==> config.mk <==
export PLATFORM = sky130hd
export DESIGN_NAME = i8mm_cell
export DESIGN_NICKNAME = d
export VERILOG_FILES = /design/src/hdl/i8mm_pkg.sv /design/src/hdl/i8mm_cell.sv
export SDC_FILE = /design/constraint.sdc
export NUM_CORES = 1
export LEC_CHECK = 0
export BUFFER_PORTS_ARGS = -buffer_cell sky130_fd_sc_hd__buf_2
export CAP_MARGIN = 20
export CELL_PAD_IN_SITES_DETAIL_PLACEMENT = 0
export CELL_PAD_IN_SITES_GLOBAL_PLACEMENT = 1
export CORE_AREA = 2 2 125 127
export DETAILED_ROUTE_END_ITERATION = 8
export DIE_AREA = 0 0 127 129
export PLACE_DENSITY_LB_ADDON = 0.15
export SYNTH_ARGS = -nofsm -noshare
export SYNTH_HDL_FRONTEND = slang
export SYNTH_SLANG_ARGS = --single-unit
==> constraint.sdc <==
create_clock -name clock -period 5 [get_ports clock]
set_input_delay 0.25 -clock clock [delete_from_list [all_inputs] [get_ports clock]]
set_output_delay 0.25 -clock clock [all_outputs]
set_load 0.02 [all_outputs]
==> src/hdl/i8mm_pkg.sv <==
// ----------------------------------------------------------------------------
// i8mm_pkg
// Shared types and constants of the int8 matrix multiply with int32 sums.
// ----------------------------------------------------------------------------
package i8mm_pkg;

   localparam int MAX_INNER_DEFAULT   = 256;
   localparam int MAX_COLUMNS_DEFAULT = 16;

   localparam int INDEX_W        = 12;
   localparam int VALUE_W        = 8;
   localparam int PRODUCT_W      = 16;
   localparam int SUM_W          = 32;
   localparam int COLUMN_W       = 4;
   localparam int INNER_LENGTH_W = 9;
   localparam int COLUMN_COUNT_W = 5;
   localparam int CSR_INDEX_W    = 1;
   localparam int CSR_DATA_W     = 9;

   localparam logic [INNER_LENGTH_W-1:0] INNER_LENGTH_RESET = 9'd256;
   localparam logic [COLUMN_COUNT_W-1:0] COLUMN_COUNT_RESET = 5'd16;

   localparam logic CMD_LOAD_WEIGHT = 1'b0;
   localparam logic CMD_STREAM      = 1'b1;

   localparam logic [CSR_INDEX_W-1:0] REG_INNER_LENGTH = 1'b0;
   localparam logic [CSR_INDEX_W-1:0] REG_COLUMN_COUNT = 1'b1;

   typedef struct packed {
      logic acc_en;
      logic row_end;
      logic drain_shift;
   } cell_ctrl_type;

endpackage

==> src/hdl/i8mm_cell.sv <==
// ----------------------------------------------------------------------------
// i8mm_cell
// One column: 8x8 product register, 32-bit wrapping accumulator and one
// stage of the result drain chain fed by the neighbouring cell.
// ----------------------------------------------------------------------------
module i8mm_cell (
   input  logic                                       clock,
   input  logic                                       reset,
   input  i8mm_pkg::cell_ctrl_type                    ctrl,
   input  logic signed [i8mm_pkg::VALUE_W-1:0]        value,
   input  logic signed [i8mm_pkg::VALUE_W-1:0]        weight,
   input  logic signed [i8mm_pkg::SUM_W-1:0]          drain_next,
   output logic signed [i8mm_pkg::SUM_W-1:0]          drain_out
);

   logic signed [i8mm_pkg::PRODUCT_W-1:0] prod_ff;
   logic signed [i8mm_pkg::PRODUCT_W-1:0] prod_in;
   logic signed [i8mm_pkg::SUM_W-1:0]     acc_ff;
   logic signed [i8mm_pkg::SUM_W-1:0]     acc_in;
   logic signed [i8mm_pkg::SUM_W-1:0]     sum;
   logic signed [i8mm_pkg::SUM_W-1:0]     drain_ff;
   logic signed [i8mm_pkg::SUM_W-1:0]     drain_in;

   assign prod_in = value * weight;
   assign sum     = acc_ff + {{(i8mm_pkg::SUM_W - i8mm_pkg::PRODUCT_W){prod_ff[i8mm_pkg::PRODUCT_W-1]}},
                              prod_ff};

   always_comb begin
      acc_in   = acc_ff;
      drain_in = drain_ff;
      if (ctrl.acc_en) begin
         acc_in = ctrl.row_end ? '0 : sum;
      end
      if (ctrl.acc_en && ctrl.row_end) begin
         drain_in = sum;
      end else if (ctrl.drain_shift) begin
         drain_in = drain_next;
      end
   end

   always_ff @(posedge clock) begin
      prod_ff  <= prod_in;
      drain_ff <= drain_in;
      if (reset) begin
         acc_ff <= '0;
      end else begin
         acc_ff <= acc_in;
      end
   end

   assign drain_out = drain_ff;

endmodule

==> reports/metrics.yaml <==
outcome: "completed"
cts_hold_buffers: 0
nets: 955
initial_utilization_pct: 45.5
fin_tns_setup_ps: 0
port_buffers: 84
min_period_ps: 4400
grt_max_degree: 33
tightest_slew_ps: 488
ant_nets: 0
antenna_found_initial: 0
cp_max_fo: 8
ys_seq_area_share_pct: 28.2
rr_startpoint: "prod_ff[0]"
cts_tree: "done"
cts_setup_buffers: 0
maxCapViolations: 0
wl_mm: 14.8
coreArea_um2: 15000
synthCells: 699
cts_root_buffer: "clkbuf_16"
ctsResizeCount: 0
pwr_density_cell_nw_per_um2: 522
clock_path_buffers: 2
wl_per_cell_um: 15.1
synth_area_um2: 6810
dp_hpwl_mm: 11.9
period_share_pct: 88.1
total_power_w: 0.00405
drive_gt1_share_pct: 18.3
grt_pass1_wl_mm: 25.4
cp.arrival_ps: 4660
max_freq_ghz: 0.227
num_antenna_cells: 0
vias_per_cell: 5.26
critical_path_required_ps: 5260
pre_cts_ws_ps: 208
hp-class: "input pin to flop"
cts_htree_levels: 3
slew_headroom_pct: 67.4
critPathKind: "input pin to flop"
design_area_um2: 7760
ys_types: 60
first_pass_iters: 4
synth_edf_count: 32
pin_count: 85
placed_area_um2: 7450
min_from: "drain_next[7]"
rows: 45
die_area_um2: 16400
ys.flop_type: "dfxtp_1"
numCtsBuffers: 9
dr_total_vias: 5151
ys_seq_elements: 80
rsz0062_at_grt: "false"
crit_path_start_kind: "input pin"
syn_area_per_cell_um2: 9.74
worstSetupEndpointType: "flop"
overflow: 0
finalSetupViolations: 0
grt_use_total_pct: 19.1
slew_violations: 0
p_leak_nw: 3.62
syn2layout_area_growth_pct: 14.0
drtIter0Drc: 283
die_h_um: 129
place_congestion: 0.899
clk_pin_slew_ps: 70
die_w_um: 127
finalHoldViolations: 0
synth_nets: 868
fin_ws_ps: 597
skew_ps: 9.94
clkLatencyLatePin_ps: 340
grt_pass1_vias: 5421
async_reset_ff_share_pct: 0
ir_drop_mv: 0.209
fill_cells: 1396
drc_errors: 0
clock-sinks: 80
ys_warn_count: 0
setup.worst_path.start: "weight[4]"
[Yosys cell counts (all sizes together), types with 15 or more instances]
| cell type | n | share of area [%] |
|---|---|---|
| ha | 60 | 11 |
| inv | 95 | 5.2 |
| nor2 | 43 | 2.4 |
| and2 | 41 | 3.8 |
| xnor2 | 28 | 3.6 |
| mux2 | 22 | 3.6 |
| a22o | 15 | 1.9 |
| a21oi | 33 | 2.5 |
| dfxtp | 48 | 14 |
| o21ai | 31 | 2.3 |
| edfxtp | 32 | 14 |
| nand2 | 51 | 2.8 |
| fa | 56 | 16 |
[cells in the final DEF, fill, tap and decap left out, types with 22 or more instances in the layout]
cell type / synthesis / final
o21ai_0: 28 / 28
buf_2: 0 / 84
nand2_1: 51 / 51
and2_1: 40 / 40
edfxtp_1: 32 / 32
xnor2_1: 28 / 28
inv_1: 95 / 95
a21oi_1: 31 / 31
nor2_1: 42 / 42
dfxtp_1: 48 / 48
fa_1: 56 / 56
ha_1: 60 / 60
mux2_2: 22 / 22
[where the power goes]
part / switching [W] / internal, W
Clock: 0.000289 / 0.000397
Combinational: 0.00140 / 0.00103
Sequential: 0.0000662 / 0.000872
[through the flow]
step           cells  hold WS [ps]  utilization, %
2_1_floorplan    699           322               -
3_3_place_gp     963           456            49.8
3_5_place_dp     963           467            49.8
4_1_cts          979           177            51.8
5_1_grt          979           196            51.8
6_report         979           184            51.8
[worst max-delay path, cell delays in order]
cell,delay [ps]
buf_2,150
and2_1,180
fa_1,530
inv_1,50
fa_1,470
inv_1,50
fa_1,520
inv_1,50
fa_1,520
inv_1,40
ha_1,320
o21ai_0,120
a21boi_0,150
o21ai_0,220
a21boi_0,150
o21ai_0,190
or4b_2,590
o211ai_1,100
[final cells by class]
| class | instances | area (um2) | area share (%) |
|---|---|---|---|
| Clock buffer | 9 | 225 | 2.90 |
| Clock inverter | 7 | 85.1 | 1.10 |
| Sequential cell | 80 | 1920 | 24.8 |
| Inverter | 95 | 357 | 4.59 |
| Tap cell | 188 | 235 | 3.03 |
| Timing Repair Buffer | 89 | 458 | 5.90 |
| Multi-Input combinational cell | 511 | 4480 | 57.7 |
[metal layers]
metal / up-vias / GRT usage, % / part of all wire [%]
li1: 2573 / - / -
met1: 2464 / 23.8 / 46
met2: 104 / 34.4 / 50
met3: 10 / 2.95 / 3.3
met4: 0 / 5.37 / 0.93
met5: - / 0 / 0
[cell families after synthesis]
kind of cell / share of synthesized area, %
compound gates: 16.0
xor+xnor: 5.48
fa+ha+maj: 27.5
buf+inv: 5.95
flops: 28.2
mux: 3.64
simple gates: 13.2
[state kept, by name, summed over array words and instances (netlist names)]
name,cells
drain_out,32
acc_ff,32
prod_ff,16
[path summary, 6_finish.rpt]
kind / end / slack [ps] / cells past startpoint
hold reg to reg: acc_ff[16] / 480 / 1
setup reg to reg: drain_out[16] / 1730 / 10
hold / removal: drain_out[7] / 180 / 3
setup / recovery: prod_ff[14] / 600 / 18
Note: power is estimated with default switching activity, not from simulation.
