<file path="src/hdl/i8mm_ram.sv">
// ----------------------------------------------------------------------------
// i8mm_ram
// Generic simple dual-port RAM, one write and one registered read per cycle.
// ----------------------------------------------------------------------------
module i8mm_ram #(
   parameter int WIDTH = 8,
   parameter int DEPTH = 256
) (
   input  logic                                       clock,
   input  logic                                       wr_en,
   input  logic [(DEPTH > 1 ? $clog2(DEPTH) : 1)-1:0] wr_addr,
   input  logic [WIDTH-1:0]                           wr_data,
   input  logic [(DEPTH > 1 ? $clog2(DEPTH) : 1)-1:0] rd_addr,
   output logic [WIDTH-1:0]                           rd_data
);

   logic [WIDTH-1:0] mem_ff [DEPTH];
   logic [WIDTH-1:0] rd_data_ff;

   always_ff @(posedge clock) begin
      if (wr_en) begin
         mem_ff[wr_addr] <= wr_data;
      end
      rd_data_ff <= mem_ff[rd_addr];
   end

   assign rd_data = rd_data_ff;

endmodule

</file>
<file path="config.mk">
export PLATFORM = sky130hd
export DESIGN_NAME = i8mm_ram
export DESIGN_NICKNAME = d
export VERILOG_FILES = /design/src/hdl/i8mm_ram.sv
export SDC_FILE = /design/constraint.sdc
export NUM_CORES = 2
export LEC_CHECK = 0
export ABC_AREA = 1
export BUFFER_PORTS_ARGS = -buffer_cell sky130_fd_sc_hd__buf_4
export CAP_MARGIN = 20
export CORE_UTILIZATION = 25
export CTS_CLUSTER_DIAMETER = 150
export DETAILED_ROUTE_END_ITERATION = 8
export SYNTH_ARGS = -nofsm -noshare
export SYNTH_HDL_FRONTEND = slang
export SYNTH_SLANG_ARGS = --single-unit
</file>
<file path="constraint.sdc">
create_clock -name clock -period 4.1 [get_ports clock]
set_input_delay 0.615 -clock clock [delete_from_list [all_inputs] [get_ports clock]]
set_output_delay 0.615 -clock clock [all_outputs]
set_load 0.02 [all_outputs]
</file>
==> flow_summary.rst <==
.. list-table::
   :header-rows: 1

   * - Metric
     - Value
   * - Leak Pwr
     - 32.22 nW
   * - Layout area overhead
     - 14.54%
   * - Number of cells on the critical path
     - 14
   * - Clock transition at the registers of the reported paths
     - 60 ps
   * - Initial antenna violation count
     - 12
   * - Number of buffer cells added on primary ports
     - 33
   * - Area of combinational cells with multiple inputs
     - 19140 sq um
   * - Clk root buf
     - sky130_fd_sc_hd__clkbuf_16
   * - Min-Delay Startpoint
     - rd_addr[7]
   * - Total power density per cell area
     - 460.6 nW/um^2
   * - Total cell area at the placement stage
     - 89180 sq um
   * - Syn_area_per_cell
     - 11.91 sq um
   * - Buffers inserted during post-CTS setup optimization
     - 0
   * - Netlist Area Pre-Place
     - 83400 sq um
   * - Outcome
     - complete, no violations
   * - Internal power
     - 33.92 mW
   * - Number of buffers created by CTS
     - 197
   * - Chip width
     - 579.6 microns
   * - Number of cells on the worst reg-to-reg path
     - 10
   * - Worst slew margin relative to its limit
     - 25.72%
   * - Post-route worst setup slack
     - 1539 ps
   * - Total half-perimeter wirelength after legalization and detailed placement
     - 141.9 mm
   * - Final ANT Viol Nets
     - 0
   * - Core Area
     - 331100 sq um
   * - VDD IR max
     - 347.8 uV
   * - Delay of the slowest critical-path stage
     - 350 ps
   * - Total global routing overflow
     - 0
   * - Clock sink total
     - 2056
   * - All-Layer GR Usage
     - 14.04%
   * - Most used cell along the critical path
     - sky130_fd_sc_hd__nand3_1
   * - Data arrival time at the worst-slack endpoint
     - 3370 ps
   * - Number of DRC markers after the initial detailed-route iteration
     - 6458
   * - Fill cells
     - 33590
   * - Number of global-route vias before repair
     - 53550
   * - Placement Setup Slack
     - 755.1 ps
   * - Worst Skew
     - 42.87 ps
   * - Series of cell instances along the critical path
     - buf_8 > inv_16 > buf_12 > buf_12 > nand2_1 > nand3_1 > nand3_1 > nand3_1 > nand3_1 > nand3_1 > nand3_1 > nand2_1 > nand2_1 > nand2_1
   * - Final Util
     - 28.85%
   * - Sequential fraction of design power
     - 52.8%
   * - I/O pins
     - 34
   * - Source of the critical timing path
     - rd_addr[0]
   * - Hold WS
     - 148.2 ps
   * - Hold buffers post-CTS
     - 0
   * - DRT Pass-1 Iters
     - 6
   * - Worst min-delay path category
     - in2reg
   * - CP delay by family, top
     - simple AND/OR/NAND/NOR gates
   * - Standard-cell rows
     - 211
   * - Slowest-stage cell, CP
     - sky130_fd_sc_hd__inv_16
   * - Net count of the mapped netlist
     - 7029
   * - Maximum operating frequency
     - 390.5 MHz
   * - Reg-to-reg critical path startpoint
     - mem_ff[59][2]$_DFFE_PP_
   * - Clock Path Buffers
     - 3
   * - Critical Path Sink Type
     - register
   * - Footprint of the flip-flops and latches
     - 61660 sq um
   * - Hold Path Cell Cnt
     - 3
   * - Insertion delay of the later-clocked pin in the worst-skew pair
     - 860 ps
   * - Count of endpoints failing setup in the final report
     - 0
   * - Nets@finish
     - 7005
   * - Setup crit start kind
     - input port
   * - Hold violation total from the final report
     - 0
   * - Synthesis Warnings
     - 0
   * - Post-route standard cell area excluding fillers
     - 95520 sq um
   * - DRC Markers
     - 0
   * - Number of distinct library cell variants in the gate-level netlist after synthesis
     - 14
   * - TritonCTS clock tree
     - built
   * - Sum of buffers and inverters on the critical path
     - 4
   * - Crit share post-route
     - 62.45%
   * - Unrepaired setup endpoints after global routing
     - false
   * - Switching power as a share of total power
     - 22.92%
   * - Power spent charging and discharging nets
     - 10.08 mW
   * - Via count of the routed design
     - 55120
   * - Cts repair resizes
     - 0
   * - Clock period minus worst slack
     - 2561 ps
   * - Setup Crit Path Kind
     - in2reg
   * - Count of pins over their slew limit
     - 0
   * - Number of storage elements in the synthesis netlist
     - 2056
   * - Initial Util
     - 25.19%
   * - Wire length of the first global-routing pass
     - 355.2 mm
   * - CTS HTree Levels
     - 4
   * - Largest driver fanout on the critical path
     - 99
   * - Total placed cells including tap cells
     - 11150
   * - Maximum number of pins on one net before global-route repair
     - 178
   * - Post-route setup TNS
     - 0 ps
   * - Share of total power in the clock network
     - 41.0%
   * - Die Y-Extent
     - 579.6 microns
   * - Average detailed-routed wire length per instance
     - 20.94 microns
   * - Number of vias per cell after detailed routing
     - 4.786
   * - Final weighted congestion of routability-driven global placement
     - 0.8680
   * - Req. time, crit path
     - 4910 ps
   * - Layout cell share with drive strength beyond 1
     - 7.648%
   * - Transition time at the pin with the least slew margin
     - 1110 ps
   * - Max-cap violation count
     - 0
   * - Routed wire length
     - 241.2 mm
   * - Overall power after layout
     - 44.00 mW
   * - Gate Count Post-Synth
     - 7003
   * - Count of placed standard cells in the final layout, fillers left out
     - 11520
   * - Portion of total power attributed to combinational logic
     - 6.2%
   * - Total die area
     - 335900 sq um
   * - Seq/Total Area, Yosys
     - 73.94%
[layout make-up]
class,instances,area share (%)
Timing Repair Buffer,260,2.867
Tap cell,4366,5.719
Multi-Input combinational cell,4425,20.03
Sequential cell,2056,64.55
Clock buffer,244,5.401
Inverter,39,0.1886
Antenna cell,11,0.02882
Clock inverter,115,1.210
[worst paths after layout]
path,to,slack (ps)
setup / recovery,rd_data[6]$_DFF_P_,1540
hold / removal,rd_data[3]$_DFF_P_,150
setup reg to reg,rd_data[2]$_DFF_P_,2120
hold reg to reg,rd_data[2]$_DFF_P_,1020
[worst register-to-register path, delay by kind of cell, from the launching register on]
kind,cells,cell delay [ps]
flip-flops,1,390
AND/OR/NAND/NOR,10,1510
[registers in the layout, summed over array words and instances, names as in the netlist]
register	count
mem_ff	2048
rd_data	8
[routing by layer]
layer	wire length (microns)	track usage, %	vias up	part of all wire [%]
li1	-	-	24810	-
met1	97360	18.14	27490	40
met2	115300	23.03	2376	48
met3	19520	2.772	439	8.1
met4	8955	5.706	8	3.7
met5	48	0	-	0.020
[power groups by stage]
stage               sequential (mW)  combinational, mW  clock (mW)
global placement               23.7               2.70           0
detailed placement             23.7               2.72           0
floorplan                      23.6               1.43           0
finish                         23.2               2.74        18.0
global route                   23.2               2.94        19.0
CTS                            23.2               2.73        18.2
[cells in the final DEF (no fill, tap or decap)]
cell type / n
sky130_fd_sc_hd__inv_1: 34
sky130_fd_sc_hd__clkbuf_16: 199
sky130_fd_sc_hd__edfxtp_1: 2048
sky130_fd_sc_hd__dfxtp_1: 8
sky130_fd_sc_hd__buf_12: 56
sky130_fd_sc_hd__clkinv_8: 4
sky130_fd_sc_hd__clkbuf_8: 1
sky130_fd_sc_hd__clkinv_2: 43
sky130_fd_sc_hd__buf_4: 192
sky130_fd_sc_hd__clkinv_16: 3
sky130_fd_sc_hd__buf_8: 11
sky130_fd_sc_hd__nand2_1: 2123
sky130_fd_sc_hd__inv_8: 2
sky130_fd_sc_hd__nand3_1: 2019
sky130_fd_sc_hd__clkinvlp_4: 6
sky130_fd_sc_hd__buf_6: 1
sky130_fd_sc_hd__clkinv_1: 34
sky130_fd_sc_hd__bufinv_16: 18
sky130_fd_sc_hd__diode_2: 11
sky130_fd_sc_hd__inv_6: 6
sky130_fd_sc_hd__inv_16: 2
sky130_fd_sc_hd__inv_2: 1
sky130_fd_sc_hd__inv_4: 1
sky130_fd_sc_hd__clkbuf_1: 44
sky130_fd_sc_hd__nor2_1: 283
[cell families after synthesis]
| group | after synthesis | share of synthesized area (%) |
|---|---|---|
| buffers and inverters | 522 | 3.119 |
| DFF | 2056 | 73.94 |
| and+or+nand+nor | 4425 | 22.95 |
[Yosys cell counts]
library cell	instances	area [sq um]
sky130_fd_sc_hd__nand2_1	2123	7969
sky130_fd_sc_hd__edfxtp_1	2048	61500
sky130_fd_sc_hd__nand3_1	2019	10100
sky130_fd_sc_hd__nor2_1	283	1062
sky130_fd_sc_hd__buf_2	268	1341
sky130_fd_sc_hd__clkbuf_1	112	420.4
sky130_fd_sc_hd__buf_4	46	345.3
sky130_fd_sc_hd__buf_1	40	150.1
sky130_fd_sc_hd__inv_1	36	135.1
sky130_fd_sc_hd__buf_6	16	180.2
sky130_fd_sc_hd__dfxtp_1	8	160.2
sky130_fd_sc_hd__inv_2	2	7.510
sky130_fd_sc_hd__buf_8	1	15.01
sky130_fd_sc_hd__inv_4	1	6.260
No activity file was read; power rests on OpenSTA's default activity.
